### src/v3alu_pkg.sv
package v3alu_pkg;

	localparam int unsigned FRAC_BITS_DEF  = 16;
	localparam int unsigned WORD_WIDTH_DEF = 32;
	localparam int unsigned FIELD_W        = 32;
	localparam int unsigned OP_W           = 4;
	// Wide enough for any product sum, difference or quotient before it is clamped.
	localparam int unsigned EXT_W          = 66;
	localparam int unsigned Q_DEPTH        = 2;
	localparam int unsigned Q_PTR_W        = 1;
	localparam int unsigned Q_CNT_W        = 2;

	typedef enum logic [OP_W-1:0] {
		OP_ADD   = 4'd0,
		OP_SUB   = 4'd1,
		OP_NEG   = 4'd2,
		OP_SCALE = 4'd3,
		OP_DOT   = 4'd4,
		OP_CROSS = 4'd5,
		OP_LEN   = 4'd6,
		OP_LENSQ = 4'd7,
		OP_NORM  = 4'd8,
		OP_SWAP  = 4'd9
	} op_t;

	// Which operand pairs feed the multiplier bank.
	typedef enum logic [1:0] {
		MS_FACTOR = 2'd0,
		MS_B      = 2'd1,
		MS_SELF   = 2'd2,
		MS_CROSS  = 2'd3
	} msel_t;

	typedef struct packed {
		op_t                op;
		msel_t              msel;
		logic [FIELD_W-1:0] ax;
		logic [FIELD_W-1:0] ay;
		logic [FIELD_W-1:0] az;
		logic [FIELD_W-1:0] bx;
		logic [FIELD_W-1:0] by_comp;
		logic [FIELD_W-1:0] bz;
		logic [FIELD_W-1:0] factor;
	} item_t;

	typedef struct packed {
		logic full;
		logic nempty;
	} q_stat_t;

	typedef struct packed {
		logic [FIELD_W-1:0] val;
		logic               ovf;
	} sat_t;

	// Clamps a wide signed value into [lo, hi] and keeps the low field bits.
	function automatic sat_t sat_word(input logic signed [EXT_W-1:0] x,
			input logic signed [EXT_W-1:0] hi, input logic signed [EXT_W-1:0] lo);
		sat_t r;
		r.val = x[FIELD_W-1:0];
		r.ovf = 1'b0;
		if (x > hi) begin
			r.val = hi[FIELD_W-1:0];
			r.ovf = 1'b1;
		end else if (x < lo) begin
			r.val = lo[FIELD_W-1:0];
			r.ovf = 1'b1;
		end
		return r;
	endfunction

endpackage

### src/v3alu_fifo.sv
module v3alu_fifo (
	input  logic               clk,
	input  logic               arst_n,
	input  logic               push,
	input  v3alu_pkg::item_t   push_item,
	input  logic               pop,
	output v3alu_pkg::q_stat_t q_stat,
	output v3alu_pkg::item_t   head_item
);

	v3alu_pkg::item_t                 mem_q [v3alu_pkg::Q_DEPTH];
	logic [v3alu_pkg::Q_PTR_W-1:0]    wr_ptr_q;
	logic [v3alu_pkg::Q_PTR_W-1:0]    rd_ptr_q;
	logic [v3alu_pkg::Q_CNT_W-1:0]    cnt_q;

	assign q_stat.full   = (cnt_q == v3alu_pkg::Q_CNT_W'(v3alu_pkg::Q_DEPTH));
	assign q_stat.nempty = (cnt_q != '0);
	assign head_item     = mem_q[rd_ptr_q];

	always_ff @(posedge clk or negedge arst_n) begin
		if (!arst_n) begin
			wr_ptr_q <= '0;
			rd_ptr_q <= '0;
			cnt_q    <= '0;
		end else begin
			if (push) begin
				wr_ptr_q <= wr_ptr_q + 1'b1;
			end
			if (pop) begin
				rd_ptr_q <= rd_ptr_q + 1'b1;
			end
			if (push && !pop) begin
				cnt_q <= cnt_q + 1'b1;
			end else if (pop && !push) begin
				cnt_q <= cnt_q - 1'b1;
			end
		end
	end

	always_ff @(posedge clk) begin
		if (push) begin
			mem_q[wr_ptr_q] <= push_item;
		end
	end

endmodule

### config.mk
export PLATFORM = sky130hd
export DESIGN_NAME = v3alu_fifo
export DESIGN_NICKNAME = d
export VERILOG_FILES = /design/src/v3alu_pkg.sv /design/src/v3alu_fifo.sv
export SDC_FILE = /design/constraint.sdc
export NUM_CORES = 1
export LEC_CHECK = 0
export BUFFER_PORTS_ARGS = -buffer_cell sky130_fd_sc_hd__buf_2
export CAP_MARGIN = 20
export CELL_PAD_IN_SITES_DETAIL_PLACEMENT = 1
export CELL_PAD_IN_SITES_GLOBAL_PLACEMENT = 1
export CORE_MARGIN = 2
export CORE_UTILIZATION = 48
export DETAILED_ROUTE_END_ITERATION = 6
export PLACE_DENSITY = 0.95
export SYNTH_ARGS = -nofsm -noshare
export SYNTH_HDL_FRONTEND = slang
export SYNTH_SLANG_ARGS = --single-unit
### constraint.sdc
create_clock -name clk -period 26.4 [get_ports clk]
set_input_delay 2.64 -clock clk [delete_from_list [all_inputs] [get_ports clk]]
set_output_delay 2.64 -clock clk [all_outputs]
set_load 0.05 [all_outputs]
==> flow_metrics.env <==
export IMPL_status="completed"
export IMPL_cp_data_required_time_ps=23760
export IMPL_drive_above_1_share=0.6123
export IMPL_drv_cap=0
export IMPL_hold_class="flip-flop to flip-flop"
export IMPL_clock_skew_ps=14.72
export IMPL_yosys_warnings=0
export IMPL_critical_path_class="flip-flop to primary output"
export IMPL_setup_viol=0
export IMPL_dp_cells=1649
export IMPL_post_route_util=0.6052
export IMPL_n_fill_cell=3231
export IMPL_synth_distinct_cells=16
export IMPL_cts_resized=0
export IMPL_cp_arrival_ps=3630
export IMPL_h_tree_depth=2
export IMPL_grt_pass1_vias=10140
export IMPL_syn_inst=732
export IMPL_holdBufCountCts=0
export IMPL_rows=70
export IMPL_ys_ff_latch=464
export IMPL_wl_per_cell_microns=25.89
export IMPL_slew_limit_headroom=0.2781
export IMPL_die_area_sq_mm=0.03826
export IMPL_critPathCaptureType="primary output"
export IMPL_synthesis_area_sq_mm=0.01762
export IMPL_ys_seq_area_frac=0.7897
export IMPL_critPathMaxFanout=57
export IMPL_dp_hpwl_microns=30370
export IMPL_drt_met1_wl_microns=15750
export IMPL_first_pass_iters=4
export IMPL_slew_viol_final=0
export IMPL_numPortBuffers=465
export IMPL_die_w_microns=195.6
export IMPL_highest_layer="met5"
export IMPL_coreArea_sq_mm=0.03635
export IMPL_drc_errors=0
export IMPL_start_util=0.4848
export IMPL_fin_crit_sh=0.2376
export IMPL_grt_pass1_wl_microns=64690
export IMPL_drt_wl_total_microns=45210
export IMPL_grt_total_usage=0.2320
export IMPL_cts_tree="yes"
export IMPL_dr_total_vias=8999
export IMPL_critical_path_startpoint_type="flip-flop"
export IMPL_max_freq_mhz=159.4
export IMPL_r2r_slack_ps=23590
export IMPL_tns_ps=0
export IMPL_antenna_found_initial=12
export IMPL_hold_violations=0
export IMPL_die_h_microns=195.6
export IMPL_final_antenna_net_count=0
export IMPL_rsz0062_at_grt="no"
export IMPL_worst_slew_pin_slew_ps=1083
export IMPL_final_nets=1468
export IMPL_clock_latency_ps=560
export IMPL_power_leakage_uw=0.008822
export IMPL_cts_made_buffers=47
export IMPL_wl_met3_microns=3616
export IMPL_clk_pin_slew_ps=60
export IMPL_area_growth_pct=24.84
export IMPL_synth_nets=967
export IMPL_postCtsSetupBuffers=0
export IMPL_met2_wirelength_microns=24470
export IMPL_period_needed_ps=6273
export IMPL_power_density_mw_per_mm2=133.8
export IMPL_overflow=0
export IMPL_clock_sinks=464
export IMPL_pin_count=466
export IMPL_syn_area_per_cell_sq_um=24.07
export IMPL_place_gp_congestion=0.8106
export IMPL_final_cells=1746
export IMPL_clk_path_buf_depth=3
export IMPL_root_buffer="clkbuf_16"
export IMPL_drtIter0Drc=455
export IMPL_routed_via_density=5.154
export IMPL_grt_max_degree=83
export IMPL_peakVddDrop_mv=0.09592
[routing by layer]
metal  track usage  vias up
met5             0        -
met4       0.08595        6
met3       0.07547       89
met2        0.4283      415
met1        0.2463     4551
li1              -     3938
[logic make-up (layout without fill, tap and decap cells)]
logic type	after synthesis	count (layout)	share of synthesized area
flops	464	464	0.7897
simple gates	5	5	0.001633
other cells	0	9	0
mux	230	230	0.1875
xor+xnor	5	5	0.002485
fa+ha+maj	1	1	0.0007100
buf+inv	27	564	0.01804
[flip-flops by register name, indices dropped and copies added (netlist names)]
register	flops
wr_ptr_q	1
mem_q	460
cnt_q	2
rd_ptr_q	1
[path summary, 6_finish.rpt]
kind	from	endpoint	depth (start not counted)
setup / recovery	rd_ptr_q$_DFFE_PN0P_	head_item[85]	4
hold / removal	cnt_q[1]$_DFFE_PN0P_	cnt_q[1]$_DFFE_PN0P_	1
setup reg to reg	wr_ptr_q$_DFFE_PN0P_	mem_q[1][97]$_DFFE_PP_	4
hold reg to reg	cnt_q[1]$_DFFE_PN0P_	cnt_q[1]$_DFFE_PN0P_	1
max in group asynchronous	arst_n	rd_ptr_q$_DFFE_PN0P_	1
min in group asynchronous	arst_n	cnt_q[1]$_DFFE_PN0P_	1
[synthesized netlist by cell type, drive strengths merged]
cell	instances	area, sq um
xnor2	1	8.760
nor2b	2	12.51
and2	1	6.260
mux2	230	3303
dfrtp	4	100.1
buf	26	314.0
or2	1	6.260
ha	1	12.51
xor2	4	35.03
nor2	1	3.750
edfxtp	460	13810
inv	1	3.750
[report_power, final]
group          internal [uW]  switching, uW
Combinational            371            851
Clock                    415            271
Sequential               980           54.5
[layout make-up]
cell class	instances	area, sq um	area share
Sequential cell	464	13920	0.6327
Inverter	1	3.754	0.0001706
Antenna cell	9	22.52	0.001024
Clock inverter	29	331.6	0.01507
Multi-Input combinational cell	241	3398	0.1545
Clock buffer	56	1252	0.05694
Tap cell	468	585.6	0.02662
Timing Repair Buffer	478	2485	0.1130
[placed cells by master, fill, tap and decap left out]
| cell | Yosys | layout |
|---|---|---|
| and2_4 | 0 | 1 |
| buf_16 | 0 | 3 |
| buf_2 | 4 | 465 |
| buf_4 | 0 | 10 |
| bufinv_16 | 0 | 8 |
| clkbuf_1 | 0 | 7 |
| clkbuf_16 | 0 | 49 |
| clkinv_1 | 0 | 13 |
| clkinv_2 | 0 | 7 |
| clkinvlp_4 | 0 | 1 |
| dfrtp_1 | 4 | 3 |
| dfrtp_4 | 0 | 1 |
| diode_2 | 0 | 9 |
| edfxtp_1 | 460 | 460 |
| ha_1 | 1 | 1 |
| inv_1 | 1 | 1 |
| mux2_2 | 40 | 40 |
| mux2_4 | 190 | 190 |
| nor2_1 | 1 | 1 |
| nor2b_1 | 2 | 1 |
| nor2b_4 | 0 | 1 |
| or2_2 | 1 | 1 |
| xnor2_1 | 1 | 1 |
| xor2_1 | 4 | 4 |
[critical path, cell delays in order (launching register included)]
cell,delay [ps]
dfrtp_4,650
buf_4,850
buf_4,890
mux2_4,370
buf_2,220
[through the flow]
step,area [sq um],setup slack (ps),hold WS [ps],total power [uW]
floorplan,17620,13000,447.4,2072
global placement,20310,20190,465.0,2216
detailed placement,20310,20110,485.0,2259
CTS,21890,19460,498.0,2958
global route,21990,19970,515.3,3030
finish,22000,20130,503.1,2942
(Power assumes the default switching activity.)
