## src/v3alu_pkg.sv

```systemverilog
package v3alu_pkg;

	localparam int unsigned FRAC_BITS_DEF  = 16;
	localparam int unsigned WORD_WIDTH_DEF = 32;
	localparam int unsigned FIELD_W        = 32;
	localparam int unsigned OP_W           = 4;
	// Wide enough for any product sum, difference or quotient before it is clamped.
	localparam int unsigned EXT_W          = 66;
	localparam int unsigned Q_DEPTH        = 2;
	localparam int unsigned Q_PTR_W        = 1;
	localparam int unsigned Q_CNT_W        = 2;

	typedef enum logic [OP_W-1:0] {
		OP_ADD   = 4'd0,
		OP_SUB   = 4'd1,
		OP_NEG   = 4'd2,
		OP_SCALE = 4'd3,
		OP_DOT   = 4'd4,
		OP_CROSS = 4'd5,
		OP_LEN   = 4'd6,
		OP_LENSQ = 4'd7,
		OP_NORM  = 4'd8,
		OP_SWAP  = 4'd9
	} op_t;

	// Which operand pairs feed the multiplier bank.
	typedef enum logic [1:0] {
		MS_FACTOR = 2'd0,
		MS_B      = 2'd1,
		MS_SELF   = 2'd2,
		MS_CROSS  = 2'd3
	} msel_t;

	typedef struct packed {
		op_t                op;
		msel_t              msel;
		logic [FIELD_W-1:0] ax;
		logic [FIELD_W-1:0] ay;
		logic [FIELD_W-1:0] az;
		logic [FIELD_W-1:0] bx;
		logic [FIELD_W-1:0] by_comp;
		logic [FIELD_W-1:0] bz;
		logic [FIELD_W-1:0] factor;
	} item_t;

	typedef struct packed {
		logic full;
		logic nempty;
	} q_stat_t;

	typedef struct packed {
		logic [FIELD_W-1:0] val;
		logic               ovf;
	} sat_t;

	// Clamps a wide signed value into [lo, hi] and keeps the low field bits.
	function automatic sat_t sat_word(input logic signed [EXT_W-1:0] x,
			input logic signed [EXT_W-1:0] hi, input logic signed [EXT_W-1:0] lo);
		sat_t r;
		r.val = x[FIELD_W-1:0];
		r.ovf = 1'b0;
		if (x > hi) begin
			r.val = hi[FIELD_W-1:0];
			r.ovf = 1'b1;
		end else if (x < lo) begin
			r.val = lo[FIELD_W-1:0];
			r.ovf = 1'b1;
		end
		return r;
	endfunction

endpackage

```

## src/v3alu_front.sv

```systemverilog
module v3alu_front (
	input  logic                                 clk,
	input  logic                                 arst_n,
	input  logic                                 valid,
	output logic                                 stall,
	input  logic [v3alu_pkg::OP_W-1:0]           opcode,
	input  logic signed [v3alu_pkg::FIELD_W-1:0] ax,
	input  logic signed [v3alu_pkg::FIELD_W-1:0] ay,
	input  logic signed [v3alu_pkg::FIELD_W-1:0] az,
	input  logic signed [v3alu_pkg::FIELD_W-1:0] bx,
	input  logic signed [v3alu_pkg::FIELD_W-1:0] by_comp,
	input  logic signed [v3alu_pkg::FIELD_W-1:0] bz,
	input  logic signed [v3alu_pkg::FIELD_W-1:0] factor,
	input  v3alu_pkg::q_stat_t                   q_stat,
	output logic                                 push,
	output v3alu_pkg::item_t                     push_item
);

	logic             vld_s1;
	v3alu_pkg::item_t item_s1;
	v3alu_pkg::item_t dec;

	// The beat waits here only while the queue is full.
	assign stall     = vld_s1 && q_stat.full;
	assign push      = vld_s1 && !q_stat.full;
	assign push_item = item_s1;

	always_comb begin
		dec.op      = v3alu_pkg::op_t'(opcode);
		dec.ax      = ax;
		dec.ay      = ay;
		dec.az      = az;
		dec.bx      = bx;
		dec.by_comp = by_comp;
		dec.bz      = bz;
		dec.factor  = factor;
		unique case (v3alu_pkg::op_t'(opcode)) inside
			v3alu_pkg::OP_SCALE: begin
				dec.msel = v3alu_pkg::MS_FACTOR;
			end
			v3alu_pkg::OP_CROSS: begin
				dec.msel = v3alu_pkg::MS_CROSS;
			end
			v3alu_pkg::OP_LEN, v3alu_pkg::OP_LENSQ, v3alu_pkg::OP_NORM: begin
				dec.msel = v3alu_pkg::MS_SELF;
			end
			default: begin
				dec.msel = v3alu_pkg::MS_B;
			end
		endcase
	end

	always_ff @(posedge clk or negedge arst_n) begin
		if (!arst_n) begin
			vld_s1 <= 1'b0;
		end else if (!stall) begin
			vld_s1 <= valid;
		end
	end

	always_ff @(posedge clk) begin
		if (!stall && valid) begin
			item_s1 <= dec;
		end
	end

endmodule

```

## config.mk

```make
export PLATFORM = sky130hd
export DESIGN_NAME = v3alu_front
export DESIGN_NICKNAME = d
export VERILOG_FILES = /design/src/v3alu_pkg.sv /design/src/v3alu_front.sv
export SDC_FILE = /design/constraint.sdc
export NUM_CORES = 1
export LEC_CHECK = 0
export BUFFER_PORTS_ARGS = -buffer_cell sky130_fd_sc_hd__buf_2
export CAP_MARGIN = 20
export CORE_AREA = 2 2 179 181
export CTS_BUF_LIST = sky130_fd_sc_hd__clkbuf_4 sky130_fd_sc_hd__clkbuf_8
export DETAILED_ROUTE_END_ITERATION = 10
export DIE_AREA = 0 0 181 183
export PLACE_DENSITY = 0.53
export SLEW_MARGIN = 5
export SYNTH_ARGS = -nofsm -noshare
export SYNTH_HDL_FRONTEND = slang
export SYNTH_SLANG_ARGS = --single-unit
```

## constraint.sdc

```tcl
create_clock -name clk -period 34.1 [get_ports clk]
set_input_delay 6.82 -clock clk [delete_from_list [all_inputs] [get_ports clk]]
set_output_delay 6.82 -clock clk [all_outputs]
set_load 0.01 [all_outputs]
```

==> results.json, run 1 <==
{
  "netlist_area_um2": 7010,
  "avgViaCountPerCell": 3.74,
  "rsz0062_at_grt": "no",
  "leakagePower_nw": 4.53,
  "syn_avg_cell_area_um2": 29.0,
  "vias": 4434,
  "fin_skew_ps": 12.8,
  "stdcell_area_um2": 10700,
  "die_w_um": 181,
  "ys.warnings.count": 0,
  "htreeDepth": 2,
  "critPathRequiredTime_ps": 27280,
  "dieArea_um2": 33100,
  "finalCritPeriodShare_pct": 41.6,
  "slowest_stage": "and2_1",
  "wl_um": 20200,
  "hold_violations": 0,
  "setup_viol": 0,
  "ys_ff_latch": 231,
  "syn_nets": 475,
  "wl_per_cell_um": 17.0,
  "start_util_pct": 22.4,
  "cts_sinks": 231,
  "tightest_slew_ps": 1040,
  "ctsHoldBuffers": 0,
  "grt_pass1_wl_um": 28400,
  "core-area_um2": 31200,
  "hold_path_class": "reg2reg",
  "worst_ep_arrival_time_ps": 7360,
  "fin_setup_tns_ps": 0,
  "ir_drop_v": 0.0000366,
  "worst-path-buf-inv": 2,
  "synth_cell_types": 11,
  "path_common_cell": "buf_2",
  "drive_above_1_share_pct": 68.4,
  "cts_root_buf": "clkbuf_8",
  "mostFrequentLayoutCells": "buf_2, edfxtp_1, clkbuf_8, clkbuf_4, clkinv_1",
  "grt_pass1_vias": 4794,
  "setup_ws_ps": 19920,
  "fmax_mhz": 70.5,
  "postCtsSetupBuffers": 0,
  "grt_use_total_pct": 11.6,
  "cp_max_fo": 3,
  "grt_max_degree": 151,
  "power.density_nw_per_um2": 60.1,
  "boundaryPins": 465,
  "clk-insertion-delay-late_ps": 520,
  "dpl_worst_slack_ps": 19900,
  "period_needed_ps": 14180,
  "firstDrtPassIters": 4,
  "grt_overflow": 0,
  "syn_inst": 242,
  "antenna_cells": 0,
  "fin_nets": 984,
  "crit_chain": "buf_2 > and2_1 > buf_2",
  "layout_commonest_cell": "buf_2",
  "cts_resized": 0,
  "gp_congestion": 0.748,
  "cts_tree": "yes",
  "rows": 65,
  "clk_pin_slew_worst_paths_ps": 60,
  "io_buffer_count": 463,
  "area_growth_pct": 53.1,
  "slew_viol_final": 0,
  "seq_area_frac_synth_pct": 98.9,
  "cpPeakStageDelay_ps": 240,
  "first_iter_violations": 133,
  "cap_violations": 0,
  "slew_headroom_pct": 30.9,
  "antenna_found_initial": 2,
  "holdWs_ps": 799,
  "dp_cells": 1109,
  "dpl.hpwl_um": 15100,
  "critPathCaptureType": "output pin",
  "numCtsBuffers": 42,
  "outcome": "complete, no violations",
  "die_h_um": 183,
  "place_area_um2": 9860,
  "stdcell_count": 1187,
  "cp_top_family": "buffers and inverters",
  "ant_nets": 0,
  "critical_path_class": "in2out",
  "clock_path_buffers": 3,
  "worstSetupStartpointType": "input port",
  "drc_errors": 0
}
-- state kept, by name, indices dropped and copies added (netlist names) --
name / count
push_item: 230
vld_s1: 1
-- cells in the mapped netlist --
cell / instances / area share [%]
a21oi_1: 1 / 0.071
and2_1: 1 / 0.089
dfrtp_1: 1 / 0.36
edfxtp_1: 230 / 99
nand2b_1: 1 / 0.089
nor2_1: 1 / 0.054
nor2b_1: 3 / 0.27
nor4b_2: 1 / 0.21
o21bai_1: 1 / 0.11
or2_1: 1 / 0.089
or2_2: 1 / 0.089
-- power by group --
part / total, W / internal [W] / switching (W)
registers: 0.000336 / 0.000332 / 0.00000376
logic: 0.0000453 / 0.0000194 / 0.0000259
clock network: 0.000263 / 0.000152 / 0.000112
-- worst reg2reg max path: cells and delay by family, from the launching register on --
kind	cells	cell delay [ps]
buffers and inverters	2	1560
flip-flops	1	390
AND/OR/NAND/NOR	2	380
-- final timing paths --
path / startpoint / to / slack, ps / cells after the start
setup / recovery: q_stat[1] / stall / 19920 / 3
hold / removal: vld_s1$_DFFE_PN0N_ / vld_s1$_DFFE_PN0N_ / 800 / 2
setup reg to reg: vld_s1$_DFFE_PN0N_ / push_item[9]$_DFFE_PP_ / 31310 / 4
hold reg to reg: vld_s1$_DFFE_PN0N_ / vld_s1$_DFFE_PN0N_ / 800 / 2
max in group asynchronous: arst_n / vld_s1$_DFFE_PN0N_ / 27950 / 1
min in group asynchronous: arst_n / vld_s1$_DFFE_PN0N_ / 6060 / 1
-- cell families (layout without fill, tap and decap cells) --
| family | count (synthesis) | after routing | share of synthesized area [%] |
|---|---|---|---|
| and+or+nand+nor | 9 | 9 | 0.893 |
| DFF | 231 | 231 | 98.9 |
| buffers and inverters | 0 | 543 | 0 |
| AOI/OAI and AO/OA | 2 | 2 | 0.179 |
-- per-stage QoR --
step,utilization [%],total power [W]
after floorplan,-,0.000361
after global placement,31.6,0.000387
after detailed placement,31.6,0.000388
after CTS,34.4,0.000659
after global routing,34.4,0.000675
final,34.4,0.000644
-- per-layer routing --
layer	GRT usage, %	wire length [µm]	vias up
li1	-	-	2014
met1	12.9	7480	2119
met2	19.8	10300	256
met3	4.90	1920	43
met4	4.33	480	2
met5	0	13	-
-- layout make-up --
class | count | area [µm²]
Multi-Input combinational cell | 11 | 82.6
Tap cell | 402 | 503
Timing Repair Buffer | 465 | 2340
Sequential cell | 231 | 6930
Fill cell | 3100 | 20500
Clock inverter | 17 | 101
Clock buffer | 61 | 764
No activity file was read; power rests on OpenSTA's default activity.
==> run 2, diff against run 1 <==
--- a/config.mk
+++ b/config.mk
@@ -7,10 +7,10 @@
 export LEC_CHECK = 0
 export BUFFER_PORTS_ARGS = -buffer_cell sky130_fd_sc_hd__buf_2
 export CAP_MARGIN = 20
-export CORE_AREA = 2 2 179 181
+export CORE_AREA = 2 2 180 182
 export CTS_BUF_LIST = sky130_fd_sc_hd__clkbuf_4 sky130_fd_sc_hd__clkbuf_8
 export DETAILED_ROUTE_END_ITERATION = 10
-export DIE_AREA = 0 0 181 183
+export DIE_AREA = 0 0 182 184
 export PLACE_DENSITY = 0.53
 export SLEW_MARGIN = 5
 export SYNTH_ARGS = -nofsm -noshare
==> constraint.sdc (replaced) <==
create_clock -name clk -period 13.08 [get_ports clk]
set_input_delay 2.616 -clock clk [delete_from_list [all_inputs] [get_ports clk]]
set_output_delay 2.616 -clock clk [all_outputs]
set_load 0.01 [all_outputs]
==> run 2 against run 1 <==
  * Core utilization is 0.27 points lower
  * Sequential share of layout area is 0.18 points higher
  * Critical endpoint unchanged
  * Largest cell class unchanged
  * Routed wire length is 2.8% lower
  * Clock power grew to 2.6 times the previous value
  * First-iteration DRC count is 52% higher
==> results.json, run 2 (synthesized netlist as in run 1, its figures left out) <==
{
  "outcome": "complete, no violations",
  "dpl.hpwl_um": 14700,
  "hold_path_class": "reg2reg",
  "intPower_w": 0.00130,
  "nFillCells": 3069,
  "wl_met1_um": 7360,
  "htreeDepth": 2,
  "critical_path_class": "in2out",
  "drive_above_1_share_pct": 67.7,
  "cp_max_fo": 3,
  "clock_path_buffers": 3,
  "wl_met2_um": 9340,
  "holdWs_ps": 689,
  "p_switching_w": 0.000370,
  "io_buffer_count": 463,
  "clk-insertion-delay-late_ps": 530,
  "wl_per_cell_um": 16.6,
  "critPathRequiredTime_ps": 10460,
  "dp_cells": 1110,
  "finalCritPeriodShare_pct": 43.4,
  "firstDrtPassIters": 4,
  "ir_drop_v": 0.0000812,
  "clkPwrFrac_pct": 40.5,
  "setup_ws_ps": 7400,
  "leakagePower_nw": 4.49,
  "critPathCaptureType": "output pin",
  "seqPwrFrac_pct": 52.4,
  "wl_um": 19700,
  "top_layer": "met5",
  "avgViaCountPerCell": 3.69,
  "drc_errors": 0,
  "first_iter_violations": 202,
  "cts_tree": "yes",
  "power.density_nw_per_um2": 156,
  "rsz0062_at_grt": "no",
  "cts_root_buf": "clkbuf_8",
  "antenna_found_initial": 6,
  "dpl_worst_slack_ps": 7290,
  "cts_resized": 0,
  "regArea_um2": 6930,
  "combPwrFrac_pct": 7.1,
  "largest_reg_flops": 230,
  "p_sw_share_pct": 22.2,
  "setup_viol": 0,
  "vias": 4380,
  "tightest_slew_ps": 972,
  "cts_sinks": 231,
  "fin_setup_tns_ps": 0,
  "numCtsBuffers": 40,
  "slew_viol_final": 0,
  "ant_nets": 0,
  "die_h_um": 184,
  "worst_ep_arrival_time_ps": 3060,
  "grt_pass1_vias": 4589,
  "grt_use_total_pct": 11.0,
  "period_needed_ps": 5680,
  "stdcell_count": 1186,
  "grt_pass1_wl_um": 27300,
  "core-area_um2": 31400,
  "die_w_um": 182,
  "fmax_mhz": 176,
  "layout_commonest_cell": "buf_2",
  "fin_skew_ps": 14.0,
  "boundaryPins": 465,
  "grt_max_degree": 78,
  "hold_violations": 0,
  "cap_violations": 0,
  "worstSetupStartpointType": "input port",
  "gp_congestion": 0.725,
  "clk_pin_slew_worst_paths_ps": 70,
  "slew_headroom_pct": 35.2,
  "ctsHoldBuffers": 0,
  "rows": 65,
  "multiInputGateArea_um2": 82.6,
  "dieArea_um2": 33500,
  "postCtsSetupBuffers": 0,
  "start_util_pct": 22.3,
  "fin_nets": 984,
  "grt_overflow": 0,
  "area_growth_pct": 52.7,
  "wl_met3_um": 2280,
  "mostFrequentLayoutCells": "buf_2, edfxtp_1, clkbuf_8, clkinv_1, clkbuf_4"
}
-- run 2: final timing paths --
kind	slack, ps	start	to	cells past startpoint
worst max-delay path	7400	q_stat[1]	stall	3
worst min-delay path	690	vld_s1$_DFFE_PN0N_	vld_s1$_DFFE_PN0N_	2
worst max register to register	10400	vld_s1$_DFFE_PN0N_	push_item[9]$_DFFE_PP_	4
worst min register to register	690	vld_s1$_DFFE_PN0N_	vld_s1$_DFFE_PN0N_	2
max in group asynchronous	11150	arst_n	vld_s1$_DFFE_PN0N_	1
min in group asynchronous	1850	arst_n	vld_s1$_DFFE_PN0N_	1
-- run 2: critical path, stage by stage --
cell and delay (ps):
buf_2 90, and2_1 190, buf_2 160
-- run 2: cell type report --
type                    count  area share (%)
multi-input cells          11           0.772
repair buffers            467            22.1
flip-flops and latches    231            64.8
clock inverters            20            1.56
well taps                 402            4.70
clock buffers              52            6.05
diodes                      3          0.0702
-- run 2: power groups by stage --
stage	sequential (W)	clock [W]	combinational (W)
3_3_place_gp	0.000889	0	0.000119
5_1_grt	0.000878	0.000738	0.000128
3_5_place_dp	0.000891	0	0.000120
4_1_cts	0.000875	0.000708	0.000120
6_report	0.000875	0.000675	0.000118
2_1_floorplan	0.000920	0	0.0000146
-- run 2: layer usage --
metal  vias to the layer above  GRT usage (%)
met4                         2           5.61
met3                        52           5.05
met5                         -              0
met1                      2004           12.5
met2                       306           17.5
li1                       2016              -
-- run 2: through the flow --
stage | power (W) | util [%] | instance area (µm²)
2_1_floorplan | 0.000934 | - | 7010
3_3_place_gp | 0.00101 | 31.4 | 9860
3_5_place_dp | 0.00101 | 31.4 | 9860
4_1_cts | 0.00170 | 34.0 | 10700
5_1_grt | 0.00174 | 34.1 | 10700
6_report | 0.00167 | 34.1 | 10700
